$ cat config.mk
export PLATFORM = sky130hd
export DESIGN_NAME = json_syntax_validator_unit
export DESIGN_NICKNAME = d
export VERILOG_FILES = /design/src/rtl/jsv_pkg.sv /design/src/rtl/json_syntax_validator_unit.sv
export SDC_FILE = /design/constraint.sdc
export NUM_CORES = 1
export LEC_CHECK = 0
export BUFFER_PORTS_ARGS = -buffer_cell sky130_fd_sc_hd__buf_2
export CORE_MARGIN = 8
export CORE_UTILIZATION = 39
export CTS_CLUSTER_SIZE = 25
export DETAILED_ROUTE_END_ITERATION = 12
export HOLD_SLACK_MARGIN = 0.15
export PLACE_DENSITY = 0.54
export SYNTH_ARGS = -nofsm -noshare
export SYNTH_HDL_FRONTEND = slang
export SYNTH_SLANG_ARGS = --single-unit
$ cat constraint.sdc
create_clock -name clk -period 11.6 [get_ports clk]
set_input_delay 1.16 -clock clk [delete_from_list [all_inputs] [get_ports clk]]
set_output_delay 1.16 -clock clk [all_outputs]
set_load 0.005 [all_outputs]
$ cat src/rtl/jsv_pkg.sv
`default_nettype none

package jsv_pkg;

  localparam int MAX_NESTING = 64;
  localparam int LEVEL_W     = $clog2(MAX_NESTING + 1);

  localparam logic [7:0] CTRL_LIMIT = 8'h20;

  typedef enum logic [4:0] {
    PH_VALUE, PH_AFTER, PH_ARR_FIRST, PH_OBJ_FIRST, PH_OBJ_KEY, PH_COLON,
    PH_STR, PH_STR_ESC, PH_STR_HEX, PH_KSTR, PH_KSTR_ESC, PH_KSTR_HEX,
    PH_LIT_T, PH_LIT_F, PH_LIT_N,
    PH_NUM_SIGN, PH_NUM_INT, PH_NUM_DOT, PH_NUM_FRAC, PH_NUM_E,
    PH_NUM_ESIGN, PH_NUM_EXP
  } phase_t;

  typedef enum logic [1:0] {
    VERDICT_PENDING = 2'd0,
    VERDICT_VALID   = 2'd1,
    VERDICT_INVALID = 2'd2
  } verdict_t;

  typedef enum logic {
    KIND_ARRAY  = 1'b0,
    KIND_OBJECT = 1'b1
  } kind_t;

  typedef struct packed {
    logic [7:0] data_byte;
    logic       end_of_doc;
  } req_t;

  typedef struct packed {
    verdict_t verdict;
    logic     last_result;
  } rsp_t;

  localparam logic [31:0] WORD_TRUE  = "true";
  localparam logic [39:0] WORD_FALSE = "false";
  localparam logic [31:0] WORD_NULL  = "null";

  function automatic logic is_ws(input logic [7:0] c);
    return (c == 8'h20) || (c >= 8'h09 && c <= 8'h0D);
  endfunction

  function automatic logic is_digit(input logic [7:0] c);
    return (c >= "0") && (c <= "9");
  endfunction

  function automatic logic is_hex(input logic [7:0] c);
    return is_digit(c) || (c >= "a" && c <= "f") || (c >= "A" && c <= "F");
  endfunction

  function automatic logic is_simple_escape(input logic [7:0] c);
    return (c == "\"") || (c == "\\") || (c == "/") || (c == "b") ||
           (c == "f") || (c == "n") || (c == "r") || (c == "t");
  endfunction

  function automatic logic [2:0] lit_len(input phase_t ph);
    return (ph == PH_LIT_F) ? 3'd5 : 3'd4;
  endfunction

  // Expected letter of a literal; a position past the end gives zero, which
  // never matches because a zero byte does not reach the byte machine.
  function automatic logic [7:0] lit_char(input phase_t ph, input logic [2:0] idx);
    logic [7:0] ch;
    ch = 8'h00;
    case (ph)
      PH_LIT_T: if (idx < 3'd4) ch = WORD_TRUE[8*(3 - idx) +: 8];
      PH_LIT_F: if (idx < 3'd5) ch = WORD_FALSE[8*(4 - idx) +: 8];
      PH_LIT_N: if (idx < 3'd4) ch = WORD_NULL[8*(3 - idx) +: 8];
      default:  ch = 8'h00;
    endcase
    return ch;
  endfunction

endpackage

`default_nettype wire

$ cat src/rtl/json_syntax_validator_unit.sv
// Each result is registered into the output buffer when its request is accepted.
// Throughput: one request per cycle; the parse state is updated in the cycle
// of acceptance and the result goes to a two-entry output buffer, so a request
// is taken whenever the second entry is free.
// Reset (rst, synchronous, active high) returns the parser to the start of a
// document, clears strict_mode and empties the output buffer.
`default_nettype none

module json_syntax_validator_unit
  import jsv_pkg::*;
(
  input  wire       clk,
  input  wire       rst,
  input  wire       cfg_write,
  input  wire       cfg_data,
  input  wire       req_valid,
  output logic      req_ready,
  input  wire req_t req_data,
  output logic      rsp_valid,
  input  wire       rsp_ready,
  output rsp_t      rsp_data
);

  logic strict_mode;

  phase_t                 phase, phase_next;
  logic [MAX_NESTING-1:0] stack, stack_next;
  logic [LEVEL_W-1:0]     level, level_next;
  logic [2:0]             lit, lit_next;
  logic [2:0]             hex_left, hex_left_next;
  logic                   lz, lz_next;
  logic                   err, err_next;
  logic                   term, term_next;

  logic   accept;
  logic   [7:0] c;
  logic   top;
  logic   nest_full;

  // Byte machine results before the end-of-text check.
  phase_t             feed_phase;
  logic [2:0]         feed_lit, feed_hex;
  logic               feed_lz, feed_err;
  logic               push_en, pop_en;
  kind_t              push_kind;
  logic [2:0]         hex_dec;
  logic               fin, fin_bad;
  logic [LEVEL_W-1:0] level_fed;

  // Decision for a byte that follows a complete value.
  logic   av_fail, av_pop, av_comma;
  phase_t av_phase;

  // Decision for a byte that starts a value.
  logic   sv_fail, sv_push, sv_lz, sv_lit;
  phase_t sv_phase;
  kind_t  sv_kind;

  rsp_t result;
  logic skid_valid;
  rsp_t skid_data;

  assign accept    = req_valid && req_ready;
  assign req_ready = !skid_valid;
  assign c         = req_data.data_byte;
  assign top       = stack[0];
  assign nest_full = level >= LEVEL_W'(MAX_NESTING);

  always_comb begin
    av_fail  = 1'b0;
    av_pop   = 1'b0;
    av_comma = 1'b0;
    av_phase = PH_VALUE;
    if (!is_ws(c)) begin
      if (level == '0 || level > LEVEL_W'(MAX_NESTING)) begin
        av_fail = 1'b1;
      end else if (top == KIND_ARRAY && c == "]") begin
        av_pop = 1'b1;
      end else if (top == KIND_OBJECT && c == "}") begin
        av_pop = 1'b1;
      end else if (c == ",") begin
        av_comma = 1'b1;
        av_phase = (top == KIND_OBJECT) ? PH_OBJ_KEY : PH_VALUE;
      end else begin
        av_fail = 1'b1;
      end
    end
  end

  always_comb begin
    sv_fail  = 1'b0;
    sv_push  = 1'b0;
    sv_lz    = lz;
    sv_lit   = 1'b0;
    sv_kind  = KIND_ARRAY;
    sv_phase = phase;
    if (nest_full) begin
      sv_fail = 1'b1;
    end else if (c == "\"") begin
      sv_phase = PH_STR;
    end else if (c == "[") begin
      sv_push  = 1'b1;
      sv_phase = PH_ARR_FIRST;
    end else if (c == "{") begin
      sv_push  = 1'b1;
      sv_kind  = KIND_OBJECT;
      sv_phase = PH_OBJ_FIRST;
    end else if (c == "t") begin
      sv_phase = PH_LIT_T;
      sv_lit   = 1'b1;
    end else if (c == "f") begin
      sv_phase = PH_LIT_F;
      sv_lit   = 1'b1;
    end else if (c == "n") begin
      sv_phase = PH_LIT_N;
      sv_lit   = 1'b1;
    end else if (c == "-") begin
      sv_phase = PH_NUM_SIGN;
    end else if (is_digit(c)) begin
      sv_phase = PH_NUM_INT;
      sv_lz    = (c == "0");
    end else begin
      sv_fail = 1'b1;
    end
  end

  // Byte machine: one step per accepted byte.
  always_comb begin
    feed_phase = phase;
    feed_lit   = lit;
    feed_hex   = hex_left;
    feed_lz    = lz;
    feed_err   = err;
    push_en    = 1'b0;
    pop_en     = 1'b0;
    push_kind  = KIND_ARRAY;
    hex_dec    = (hex_left != 3'd0) ? hex_left - 3'd1 : hex_left;
    if (!term && c != 8'h00 && !err) begin
      case (phase)
        PH_VALUE, PH_ARR_FIRST: begin
          if (is_ws(c)) begin
          end else if (phase == PH_ARR_FIRST && c == "]") begin
            pop_en     = 1'b1;
            feed_phase = PH_AFTER;
          end else begin
            feed_err   = sv_fail;
            feed_phase = sv_phase;
            feed_lz    = sv_lz;
            push_en    = sv_push;
            push_kind  = sv_kind;
            if (sv_lit) feed_lit = 3'd1;
          end
        end
        PH_AFTER: begin
          feed_err = av_fail;
          pop_en   = av_pop;
          if (av_comma) feed_phase = av_phase;
        end
        PH_OBJ_FIRST: begin
          if (is_ws(c)) begin
          end else if (c == "}") begin
            pop_en     = 1'b1;
            feed_phase = PH_AFTER;
          end else if (c == "\"") begin
            feed_phase = PH_KSTR;
          end else begin
            feed_err = 1'b1;
          end
        end
        PH_OBJ_KEY: begin
          if (is_ws(c)) begin
          end else if (c == "\"") begin
            feed_phase = PH_KSTR;
          end else begin
            feed_err = 1'b1;
          end
        end
        PH_COLON: begin
          if (is_ws(c)) begin
          end else if (c == ":") begin
            feed_phase = PH_VALUE;
          end else begin
            feed_err = 1'b1;
          end
        end
        PH_STR, PH_KSTR: begin
          if (c == "\"") begin
            feed_phase = (phase == PH_KSTR) ? PH_COLON : PH_AFTER;
          end else if (strict_mode && c < CTRL_LIMIT) begin
            feed_err = 1'b1;
          end else if (c == "\\") begin
            feed_phase = (phase == PH_KSTR) ? PH_KSTR_ESC : PH_STR_ESC;
          end
        end
        PH_STR_ESC, PH_KSTR_ESC: begin
          if (c == "u") begin
            feed_phase = (phase == PH_KSTR_ESC) ? PH_KSTR_HEX : PH_STR_HEX;
            feed_hex   = 3'd4;
          end else if (is_simple_escape(c)) begin
            feed_phase = (phase == PH_KSTR_ESC) ? PH_KSTR : PH_STR;
          end else begin
            feed_err = 1'b1;
          end
        end
        PH_STR_HEX, PH_KSTR_HEX: begin
          if (!is_hex(c)) begin
            feed_err = 1'b1;
          end else begin
            feed_hex = hex_dec;
            if (hex_dec == 3'd0) begin
              feed_phase = (phase == PH_KSTR_HEX) ? PH_KSTR : PH_STR;
            end
          end
        end
        PH_LIT_T, PH_LIT_F, PH_LIT_N: begin
          if (lit_char(phase, lit) != c) begin
            feed_err = 1'b1;
          end else if (lit + 3'd1 == lit_len(phase)) begin
            feed_phase = PH_AFTER;
            feed_lit   = 3'd0;
          end else begin
            feed_lit = lit + 3'd1;
          end
        end
        PH_NUM_SIGN: begin
          if (is_digit(c)) begin
            feed_phase = PH_NUM_INT;
            feed_lz    = (c == "0");
          end else begin
            feed_err = 1'b1;
          end
        end
        PH_NUM_INT, PH_NUM_FRAC, PH_NUM_EXP: begin
          if (is_digit(c)) begin
            if (phase == PH_NUM_INT && lz) feed_err = 1'b1;
          end else if (c == "." && phase == PH_NUM_INT) begin
            feed_phase = PH_NUM_DOT;
          end else if ((c == "e" || c == "E") && phase != PH_NUM_EXP) begin
            feed_phase = PH_NUM_E;
          end else begin
            // The number ends here and the byte is taken as one after a value.
            feed_phase = av_comma ? av_phase : PH_AFTER;
            feed_err   = av_fail;
            pop_en     = av_pop;
          end
        end
        PH_NUM_DOT: begin
          if (is_digit(c)) feed_phase = PH_NUM_FRAC;
          else feed_err = 1'b1;
        end
        PH_NUM_E: begin
          if (c == "+" || c == "-") feed_phase = PH_NUM_ESIGN;
          else if (is_digit(c)) feed_phase = PH_NUM_EXP;
          else feed_err = 1'b1;
        end
        PH_NUM_ESIGN: begin
          if (is_digit(c)) feed_phase = PH_NUM_EXP;
          else feed_err = 1'b1;
        end
        default: feed_err = 1'b1;
      endcase
    end
  end

  always_comb begin
    level_fed = level;
    if (push_en) level_fed = level + LEVEL_W'(1);
    else if (pop_en) level_fed = level - LEVEL_W'(1);
  end

  // End-of-text check and document clear.
  always_comb begin
    fin     = !term && (c == 8'h00 || req_data.end_of_doc);
    fin_bad = !(feed_phase == PH_AFTER || feed_phase == PH_NUM_INT ||
                feed_phase == PH_NUM_FRAC || feed_phase == PH_NUM_EXP) ||
              (level_fed != '0);
    err_next   = feed_err || (fin && fin_bad);
    phase_next = feed_phase;
    level_next = level_fed;
    lit_next   = feed_lit;
    hex_left_next = feed_hex;
    lz_next    = feed_lz;
    term_next  = term || fin;
    stack_next = stack;
    if (push_en) stack_next = MAX_NESTING'({stack, push_kind});
    else if (pop_en) stack_next = stack >> 1;
    if (req_data.end_of_doc) begin
      phase_next    = PH_VALUE;
      level_next    = '0;
      lit_next      = 3'd0;
      hex_left_next = 3'd0;
      lz_next       = 1'b0;
      term_next     = 1'b0;
    end
  end

  always_comb begin
    result.last_result = req_data.end_of_doc;
    if (err_next) result.verdict = VERDICT_INVALID;
    else if (req_data.end_of_doc) result.verdict = VERDICT_VALID;
    else result.verdict = VERDICT_PENDING;
  end

  always_ff @(posedge clk) begin
    if (rst) begin
      strict_mode <= 1'b0;
      phase       <= PH_VALUE;
      level       <= '0;
      lit         <= 3'd0;
      hex_left    <= 3'd0;
      lz          <= 1'b0;
      err         <= 1'b0;
      term        <= 1'b0;
    end else begin
      if (cfg_write) strict_mode <= cfg_data;
      if (accept) begin
        phase    <= phase_next;
        level    <= level_next;
        lit      <= lit_next;
        hex_left <= hex_left_next;
        lz       <= lz_next;
        err      <= err_next && !req_data.end_of_doc;
        term     <= term_next;
      end
    end
  end

  always_ff @(posedge clk) begin
    if (accept) stack <= stack_next;
  end

  // Two-entry output buffer: the second entry takes a result while the first
  // one is stalled.
  always_ff @(posedge clk) begin
    if (rst) begin
      rsp_valid  <= 1'b0;
      skid_valid <= 1'b0;
    end else if (rsp_valid && !rsp_ready) begin
      if (accept) skid_valid <= 1'b1;
    end else if (skid_valid) begin
      rsp_valid  <= 1'b1;
      skid_valid <= accept;
    end else begin
      rsp_valid <= accept;
    end
  end

  always_ff @(posedge clk) begin
    if (rsp_valid && !rsp_ready) begin
      if (accept) skid_data <= result;
    end else if (skid_valid) begin
      rsp_data <= skid_data;
      if (accept) skid_data <= result;
    end else if (accept) begin
      rsp_data <= result;
    end
  end

endmodule

`default_nettype wire

==> out/qor.yml, run 1 <==
grt_first_pass_wirelength_um: 34900
cp.required_ns: 11.77
path_max_fanout: 24
hold_class: "reg -> reg"
layout.nets: 863
drive_gt1_share_pct: 8.06
area_growth_pct: 7.05
synth_nets: 883
dr_wl_met2_um: 9580
start_util_pct: 39.9
clock_skew_ns: 0.00674
ioPinCount: 20
cts_tree: "built"
power_uw: 698
via_per_inst: 6.12
seqCellArea_mm2: 0.00258
antennaDiodeCount: 0
crit_buf_inv: 1
nFillCells: 1724
cts.sinks: 94
cts_made_buffers: 9
wl_um: 22000
highest_layer: "met4"
root_buffer: "clkbuf_16"
insertion_delay_ns: 0.35
netlist_instances: 859
stdcell_count: 1069
crit_chain: "buf_2, o21ai_1, nand2_1, a221o_1, a2111oi_0, o311ai_0, a22oi_1, o311a_1, and4b_1, nor3_1, o31ai_1"
dieHeight_um: 149
gr-usage-all-layers_pct: 20.0
yosys-top-cells-area: "edfxtp_1 (31%), nand2_1 (13%), dfxtp_1 (7.0%)"
synth-edff-count: 70
critPathMaxStageDelay_ns: 0.61
hold_viol_final: 0
ys_seq_area_share_pct: 37.6
grt_max_degree: 67
hpwl_um: 15800
yosysTopAreaCell: "edfxtp_1"
ir_drop_v: 0.0000772
synth-seq-cells: 94
power_leakage_uw: 0.00268
grt_overflow_total: 0
crit_type: "in -> reg"
rsz0062_at_grt: "no"
crit_arrival_ns: 4.70
clk_pin_slew_ns: 0.07
ys_warn_count: 0
relSlewSlack_pct: 44.0
gp_congestion: 0.945
multi_input_area_mm2: 0.00397
vias: 6540
ant_nets: 0
crit_family: "compound AO/OA/AOI/OAI gates"
fin_util_pct: 42.7
initialDrtViolationCount: 671
cts_resized: 0
tightest_slew_ns: 0.837
place.port_buffers: 19
setup.worst_path.end_class: "flip-flop"
drv_slew: 0
wl_met1_um: 10400
final-setup-viol-count: 0
post-route-min-period_ns: 4.53
synthDominantCellAreaShare_pct: 30.6
holdBufCountCts: 0
wl_met3_um: 1480
worst_path_max_delay_cell: "a2111oi_0"
drv_cap: 0
syn_area_mm2: 0.00687
die_area_mm2: 0.0221
fmax_mhz: 221
cts_htree_levels: 3
finalCritPeriodShare_pct: 39.1
post_cts_buffers: 0
first_pass_iters: 5
status: "finished clean"
antenna_found_initial: 0
p_per_area_mw_per_mm2: 94.9
cts_buffer_depth: 2
drt-wirelength-per-cell_um: 20.5
die_x_um: 149
placed_cells: 1053
start_kind: "input pin"
synth.avg_cell_area_um2: 8.00
fp-row-count: 48
setup-tns-final_ns: 0
drc: 0
coreArea_mm2: 0.0172
yosysUniqueCellTypes: 87
grt_pass1_vias: 6143
synth_flop_cell: "edfxtp_1"
async_flop_share_pct: 0
[synthesized netlist by cell type, drive strengths merged (7+ instances only)]
| cell | n |
|---|---|
| nor3 | 26 |
| nor3b | 8 |
| a21oi | 41 |
| ha | 9 |
| o211ai | 10 |
| nor4 | 16 |
| edfxtp | 70 |
| nor2b | 13 |
| dfxtp | 24 |
| nand4 | 12 |
| o21ai | 35 |
| buf | 22 |
| a211o | 7 |
| or3 | 9 |
| a31oi | 13 |
| clkbuf | 38 |
| nor2 | 44 |
| nand2 | 240 |
| and2 | 15 |
| a22oi | 10 |
| inv | 19 |
| nand2b | 8 |
| nand3 | 19 |
[power by group]
group          total [uW]  internal [uW]  switching [uW]
clock network         276            145             130
logic                60.9           19.7            41.2
registers             362            360            2.37
total                 698            524             174
[registers in the layout, indices dropped and copies added (netlist names)]
register,cells
err,1
hex_left,3
level,7
lit,3
lz,1
phase,5
rsp_data,3
rsp_valid,1
skid_data,3
skid_valid,1
stack,64
strict_mode,1
term,1
[tightest hold or removal path: stages, from the launching register on]
cell	delay (ns)
dfxtp_1	0.32
nand2_1	0.06
a21oi_1	0.05
[cell families (layout without fill, tap and decap cells)]
kind of cell / count (synthesis) / in the layout / synth area share [%]
xor gates and xnor gates: 10 / 10 / 1.27
buffers and inverters: 80 / 65 / 4.83
and+or+nand+nor: 469 / 469 / 34.4
DFF: 94 / 94 / 37.6
adders and majority gates: 9 / 9 / 1.64
muxes: 7 / 7 / 1.07
AOI/OAI and AO/OA: 190 / 190 / 19.2
[routing by layer]
metal / up-vias / GRT usage [%]
met5: - / 0
met4: 0 / 6.26
met3: 35 / 4.92
met2: 229 / 30.0
met1: 3166 / 27.7
li1: 3110 / -
[through the flow]
stage               instance area [um^2]  hold WS (ns)  setup slack [ns]
finish                              7360         0.466              7.07
global route                        7360         0.498              6.89
CTS                                 7360         0.468              7.19
detailed placement                  7080         0.460              6.83
global placement                    7080         0.462              6.70
floorplan                           6870         0.432              5.64
[layout make-up]
cell class                      count  share of cell area [%]
Multi-Input combinational cell    685                    54.0
Sequential cell                    94                    35.1
Tap cell                          225                    3.83
Clock buffer                        9                    3.06
Timing Repair Buffer               29                    2.31
Inverter                           20                    1.02
Clock inverter                      7                   0.663
[cells in the final DEF (no fill, tap or decap), drive strengths merged, types with 5 or more instances in the layout]
master	instances
nor3b	8
o311ai	5
or3	9
a211oi	6
nor3	26
xnor2	5
nand3b	5
o21ai	35
clkinv	5
buf	29
nor4b	6
a31oi	13
edfxtp	70
nand4b	6
clkbuf	9
dfxtp	24
nand2b	8
a22oi	10
nand4	12
nor2	44
and2	15
nand3	19
and4b	6
o211ai	10
inv	20
nor4	16
a211o	7
ha	9
a21oi	41
nand2	240
xor2	5
or4	5
nor2b	13
and3	6
[worst paths after layout]
path	start	to	slack (ns)	cells past startpoint
setup / recovery	req_data[2]	rsp_data[1]$_DFFE_PP_	7.07	11
setup reg to reg	lit[0]$_SDFFE_PP0P_	rsp_data[2]$_DFFE_PP_	7.39	13
hold reg to reg	lz$_SDFFE_PP0P_	lz$_SDFFE_PP0P_	0.47	2
hold / removal	lz$_SDFFE_PP0P_	lz$_SDFFE_PP0P_	0.47	2
Note: power is estimated with default switching activity, not from simulation.
==> run 2, diff against run 1 <==
Clock period 11.6 ns to 4.4 ns, I/O delays scaled along.
==> out/qor.yml, run 2 (synthesis results as in run 1) <==
ioPinCount: 20
comb_power_share_pct: 8.6
cts_made_buffers: 9
setup.worst_path.end_class: "flip-flop"
ir_drop_v: 0.000188
mostFrequentLayoutCells: "nand2_1 (239), edfxtp_1 (70), nor2_1 (44), a21oi_1 (39), buf_4 (34)"
grt_max_degree: 64
cts_buffer_depth: 2
wl_um: 22200
clock_skew_ns: 0.00770
cp.required_ns: 4.60
power_uw: 1990
layout.nets: 889
status: "finished clean"
drv_cap: 0
relSlewSlack_pct: 29.5
drive_gt1_share_pct: 11.0
antennaDiodeCount: 0
largest_reg_flops: 64
setup-tns-final_ns: 0
drc: 0
internal_power_uw: 1520
grt_first_pass_wirelength_um: 35400
die_x_um: 149
die_area_mm2: 0.0221
root_buffer: "clkbuf_16"
hpwl_um: 16000
use_met1_pct: 27.7
via_per_inst: 6.22
clk_pin_slew_ns: 0.07
place.port_buffers: 19
area_growth_pct: 11.2
crit_buf_inv: 1
grt_pass1_vias: 6445
grt_util_met2_pct: 29.5
nFillCells: 1715
path_max_fanout: 14
coreArea_mm2: 0.0172
hold_depth: 3
p_per_area_mw_per_mm2: 261
holdBufCountCts: 0
crit_type: "reg -> reg"
worst_path_max_delay_cell: "dfxtp_1"
critPathMaxStageDelay_ns: 0.59
busiest_layer: "met2"
cts_tree: "built"
cts_htree_levels: 3
rsz0062_at_grt: "no"
met3_usage_pct: 4.70
antenna_found_initial: 0
power_leakage_uw: 0.00286
ant_nets: 0
crit_arrival_ns: 4.28
first_pass_iters: 6
hold_viol_final: 0
regToRegSetupSlack_ns: 0.31
regMostFlops: "stack"
drt-wirelength-per-cell_um: 20.3
final_common_cell: "nand2_1"
grt_overflow_total: 0
hold_ws_ns: 0.364
switching_power_uw: 475
tightest_slew_ns: 1.06
start_kind: "flip-flop"
drv_slew: 0
crit_family: "simple AND/OR/NAND/NOR gates"
gr-usage-all-layers_pct: 20.1
final-setup-viol-count: 0
seqPwrFrac_pct: 47.9
start_util_pct: 39.9
top_regs: "stack (64), level (7), phase (5)"
fmax_mhz: 245
path_depth: 13
worst_path_most_repeated_cell: "a31oi_1"
post_cts_buffers: 0
seqCellArea_mm2: 0.00258
vias: 6808
cts.sinks: 94
finalCritPeriodShare_pct: 92.9
gp_congestion: 1.08
insertion_delay_ns: 0.35
crit_chain: "inv_1, ha_1, ha_1, nor3b_1, a31oi_1, o32ai_1, xor2_1, or4_1, or3_1, a31oi_1, nor3_1, or3_4, a31oi_1"
fp-row-count: 48
p_clk_share_pct: 43.5
swShare_pct: 23.8
multi_input_area_mm2: 0.00397
post-route-min-period_ns: 4.09
dieHeight_um: 149
cts_resized: 0
initialDrtViolationCount: 892
reg2regPathDepth: 13
hold_class: "in -> reg"
run 2: cell types whose count changed in the layout (fill, tap and decap cells not counted):
cell        previous run  this run
buf_12                 0         2
inv_8                  0         1
bufinv_16              0         2
clkinv_1               3         1
clkinv_8               0         1
buf_4                 10        34
clkinv_4               2         1
inv_6                  1         2
clkinvlp_4             2         0
run 2: metal layers:
| metal | routed length (um) | part of all wire (%) |
|---|---|---|
| met2 | 9550 | 43 |
| met1 | 9810 | 44 |
| met3 | 2000 | 9.0 |
| met4 | 843 | 3.8 |
| met5 | 0 | 0 |
run 2: final timing paths:
kind	startpoint	end
setup reg to reg	lit[0]$_SDFFE_PP0P_	rsp_data[2]$_DFFE_PP_
setup / recovery	lit[0]$_SDFFE_PP0P_	rsp_data[2]$_DFFE_PP_
hold / removal	cfg_data	strict_mode$_SDFFE_PP0P_
hold reg to reg	lz$_SDFFE_PP0P_	lz$_SDFFE_PP0P_
run 2: final cells by class:
class                   count  share of cell area (%)
multi-input cells         685                    52.0
flip-flops and latches     94                    33.8
repair buffers             55                    5.11
well taps                 225                    3.68
clock buffers               9                    2.95
clock inverters             7                    1.49
inverters                  20                   0.982
run 2: worst min-delay path, delay by kind of cell:
kind	cells	cell delay (ns)
and+or+nand+nor	1	0.09
buffers and inverters	1	0.08
muxes	1	0.06
run 2: through the flow:
step	setup WS (ns)	utilization [%]	instances	cell area [um^2]
after floorplan	0.432	-	859	6880
final	0.311	44.3	1095	7640
after CTS	0.339	44.3	1095	7640
after detailed placement	0.361	42.4	1079	7300
after global placement	0.400	42.4	1079	7300
after global routing	0.0938	44.3	1095	7640
run 2: power by group through the flow:
stage | Clock (uW) | Sequential (uW) | Combinational (uW)
after floorplan | 0 | 970 | 111
after global placement | 0 | 975 | 166
after detailed placement | 0 | 975 | 165
after CTS | 908 | 955 | 166
after global routing | 931 | 956 | 183
final | 867 | 956 | 171
==> run 3, diff against run 2 <==
Settings changed: BUFFER_PORTS_ARGS -buffer_cell sky130_fd_sc_hd__buf_2 to unset, DONT_BUFFER_PORTS set to 1, PLACE_DENSITY 0.54 to 0.53.
==> out/qor.yml, run 3 (synthesis results as in run 1) <==
status: "finished clean"
grt_overflow_total: 0
cts_htree_levels: 3
grt_max_degree: 65
gr-usage-all-layers_pct: 19.4
insertion_delay_ns: 0.35
ir_drop_v: 0.000227
comb_power_share_pct: 6.9
clock_skew_ns: 0.0141
die_area_mm2: 0.0221
nFillCells: 1722
hold_viol_final: 0
area_growth_pct: 8.16
layout.nets: 860
crit_type: "reg -> reg"
clk_pin_slew_ns: 0.07
initialDrtViolationCount: 848
start_kind: "flip-flop"
ant_nets: 0
antennaDiodeCount: 0
grt_pass1_vias: 6092
via_per_inst: 6.23
final_common_cell: "nand2_1"
top_regs: "stack (64), level (7), phase (5)"
coreArea_mm2: 0.0172
place_area_mm2: 0.00710
crit_chain: "inv_1, ha_1, ha_1, nor3b_1, a31oi_1, o32ai_1, xor2_1, or4_1, or3_1, a31oi_1, nor3_1, or3_4, a31oi_1"
worst_path_most_repeated_cell: "a31oi_1"
largest_reg_flops: 64
setup.worst_path.end_class: "flip-flop"
hold_class: "in -> reg"
post-route-min-period_ns: 3.98
start_util_pct: 39.9
finalCritPeriodShare_pct: 90.4
switching_power_uw: 434
swShare_pct: 23.1
crit_arrival_ns: 4.17
post_cts_buffers: 0
fin_util_pct: 43.1
power_leakage_uw: 0.00271
drv_cap: 0
p_clk_share_pct: 42.2
grt_first_pass_wirelength_um: 34200
cts.sinks: 94
drv_slew: 0
preCtsSetupSlack_ns: 0.313
mostFrequentLayoutCells: "nand2_1 (239), edfxtp_1 (70), nor2_1 (44), a21oi_1 (39), o21ai_0 (33)"
cp.required_ns: 4.59
seqPwrFrac_pct: 50.9
drt-wirelength-per-cell_um: 20.2
path_max_fanout: 14
p_per_area_mw_per_mm2: 253
critPathMaxStageDelay_ns: 0.51
first_pass_iters: 6
ioPinCount: 20
internal_power_uw: 1450
fmax_mhz: 251
regMostFlops: "stack"
final_area_mm2: 0.00743
dieHeight_um: 149
drive_gt1_share_pct: 7.61
tightest_slew_ns: 0.965
finalWorstSetupSlack_ns: 0.422
drc: 0
final-setup-viol-count: 0
vias: 6644
cts_buffer_depth: 2
cts_made_buffers: 9
antenna_found_initial: 0
wl_um: 21600
rsz0062_at_grt: "no"
hpwl_um: 15100
fp-row-count: 48
gp_congestion: 0.945
worst_path_max_delay_cell: "or4_1"
root_buffer: "clkbuf_16"
relSlewSlack_pct: 35.2
place.port_buffers: 0
die_x_um: 149
cts_tree: "built"
power_uw: 1880
setup-tns-final_ns: 0
run 3: cell types whose count changed in the layout (fill, tap and decap cells not counted), sizes merged:
cell	change
bufinv	-1
clkinvlp	+1
dlygate4sd3	+3
buf	-32
run 3: timing repair:
action | 4_1_cts | 5_1_grt
endpoints found under the hold margin | 18 | 0
hold buffers | 3 | 0
setup endpoints to repair | 0 | 3
resized for setup | 0 | 1
run 3: stage by stage:
stage	hold slack (ns)	std cells
final	0.176	1066
after global routing	0.166	1066
after CTS	0.159	1066
after detailed placement	0.449	1047
after global placement	0.441	1047
after floorplan	0.432	859
run 3: path summary, 6_finish.rpt:
| check | slack (ns) | end | depth (start not counted) | start |
|---|---|---|---|---|
| max | 0.42 | rsp_data[2]$_DFFE_PP_ | 13 | lit[0]$_SDFFE_PP0P_ |
| min | 0.18 | skid_valid$_SDFFE_PP0P_ | 1 | rst |
| max reg2reg | 0.42 | rsp_data[2]$_DFFE_PP_ | 13 | lit[0]$_SDFFE_PP0P_ |
| min reg2reg | 0.47 | lz$_SDFFE_PP0P_ | 2 | lz$_SDFFE_PP0P_ |
run 3: worst max-delay path: cells and delay by family, from the launching register on:
family / cells / cell delay [ns]
flops: 1 / 0.48
fa+ha+maj: 2 / 0.60
compound gates: 4 / 0.86
xor+xnor: 1 / 0.15
buf+inv: 1 / 0.14
simple gates: 5 / 1.59
run 3: per-layer routing:
layer	track usage (%)	up-vias	routed length [um]
li1	-	3110	-
met1	27.4	3178	9960
met2	28.2	315	9170
met3	5.04	41	1910
met4	6.26	0	515
met5	0	-	0
run 3: final cells by class:
cell class                      instances  area, um^2  area share, %
Multi-Input combinational cell        685        3970           53.5
Sequential cell                        94        2580           34.8
Tap cell                              225         282           3.79
Clock buffer                            9         225           3.03
Timing Repair Buffer                   26         215           2.90
Clock inverter                          7        78.8           1.06
Inverter                               20        75.1           1.01
run 3: power by group through the flow:
stage / sequential (uW) / combinational, uW / clock, uW
2_1_floorplan: 970 / 111 / 0
4_1_cts: 956 / 128 / 822
3_5_place_dp: 976 / 121 / 0
6_report: 956 / 130 / 793
3_3_place_gp: 976 / 121 / 0
5_1_grt: 957 / 141 / 854
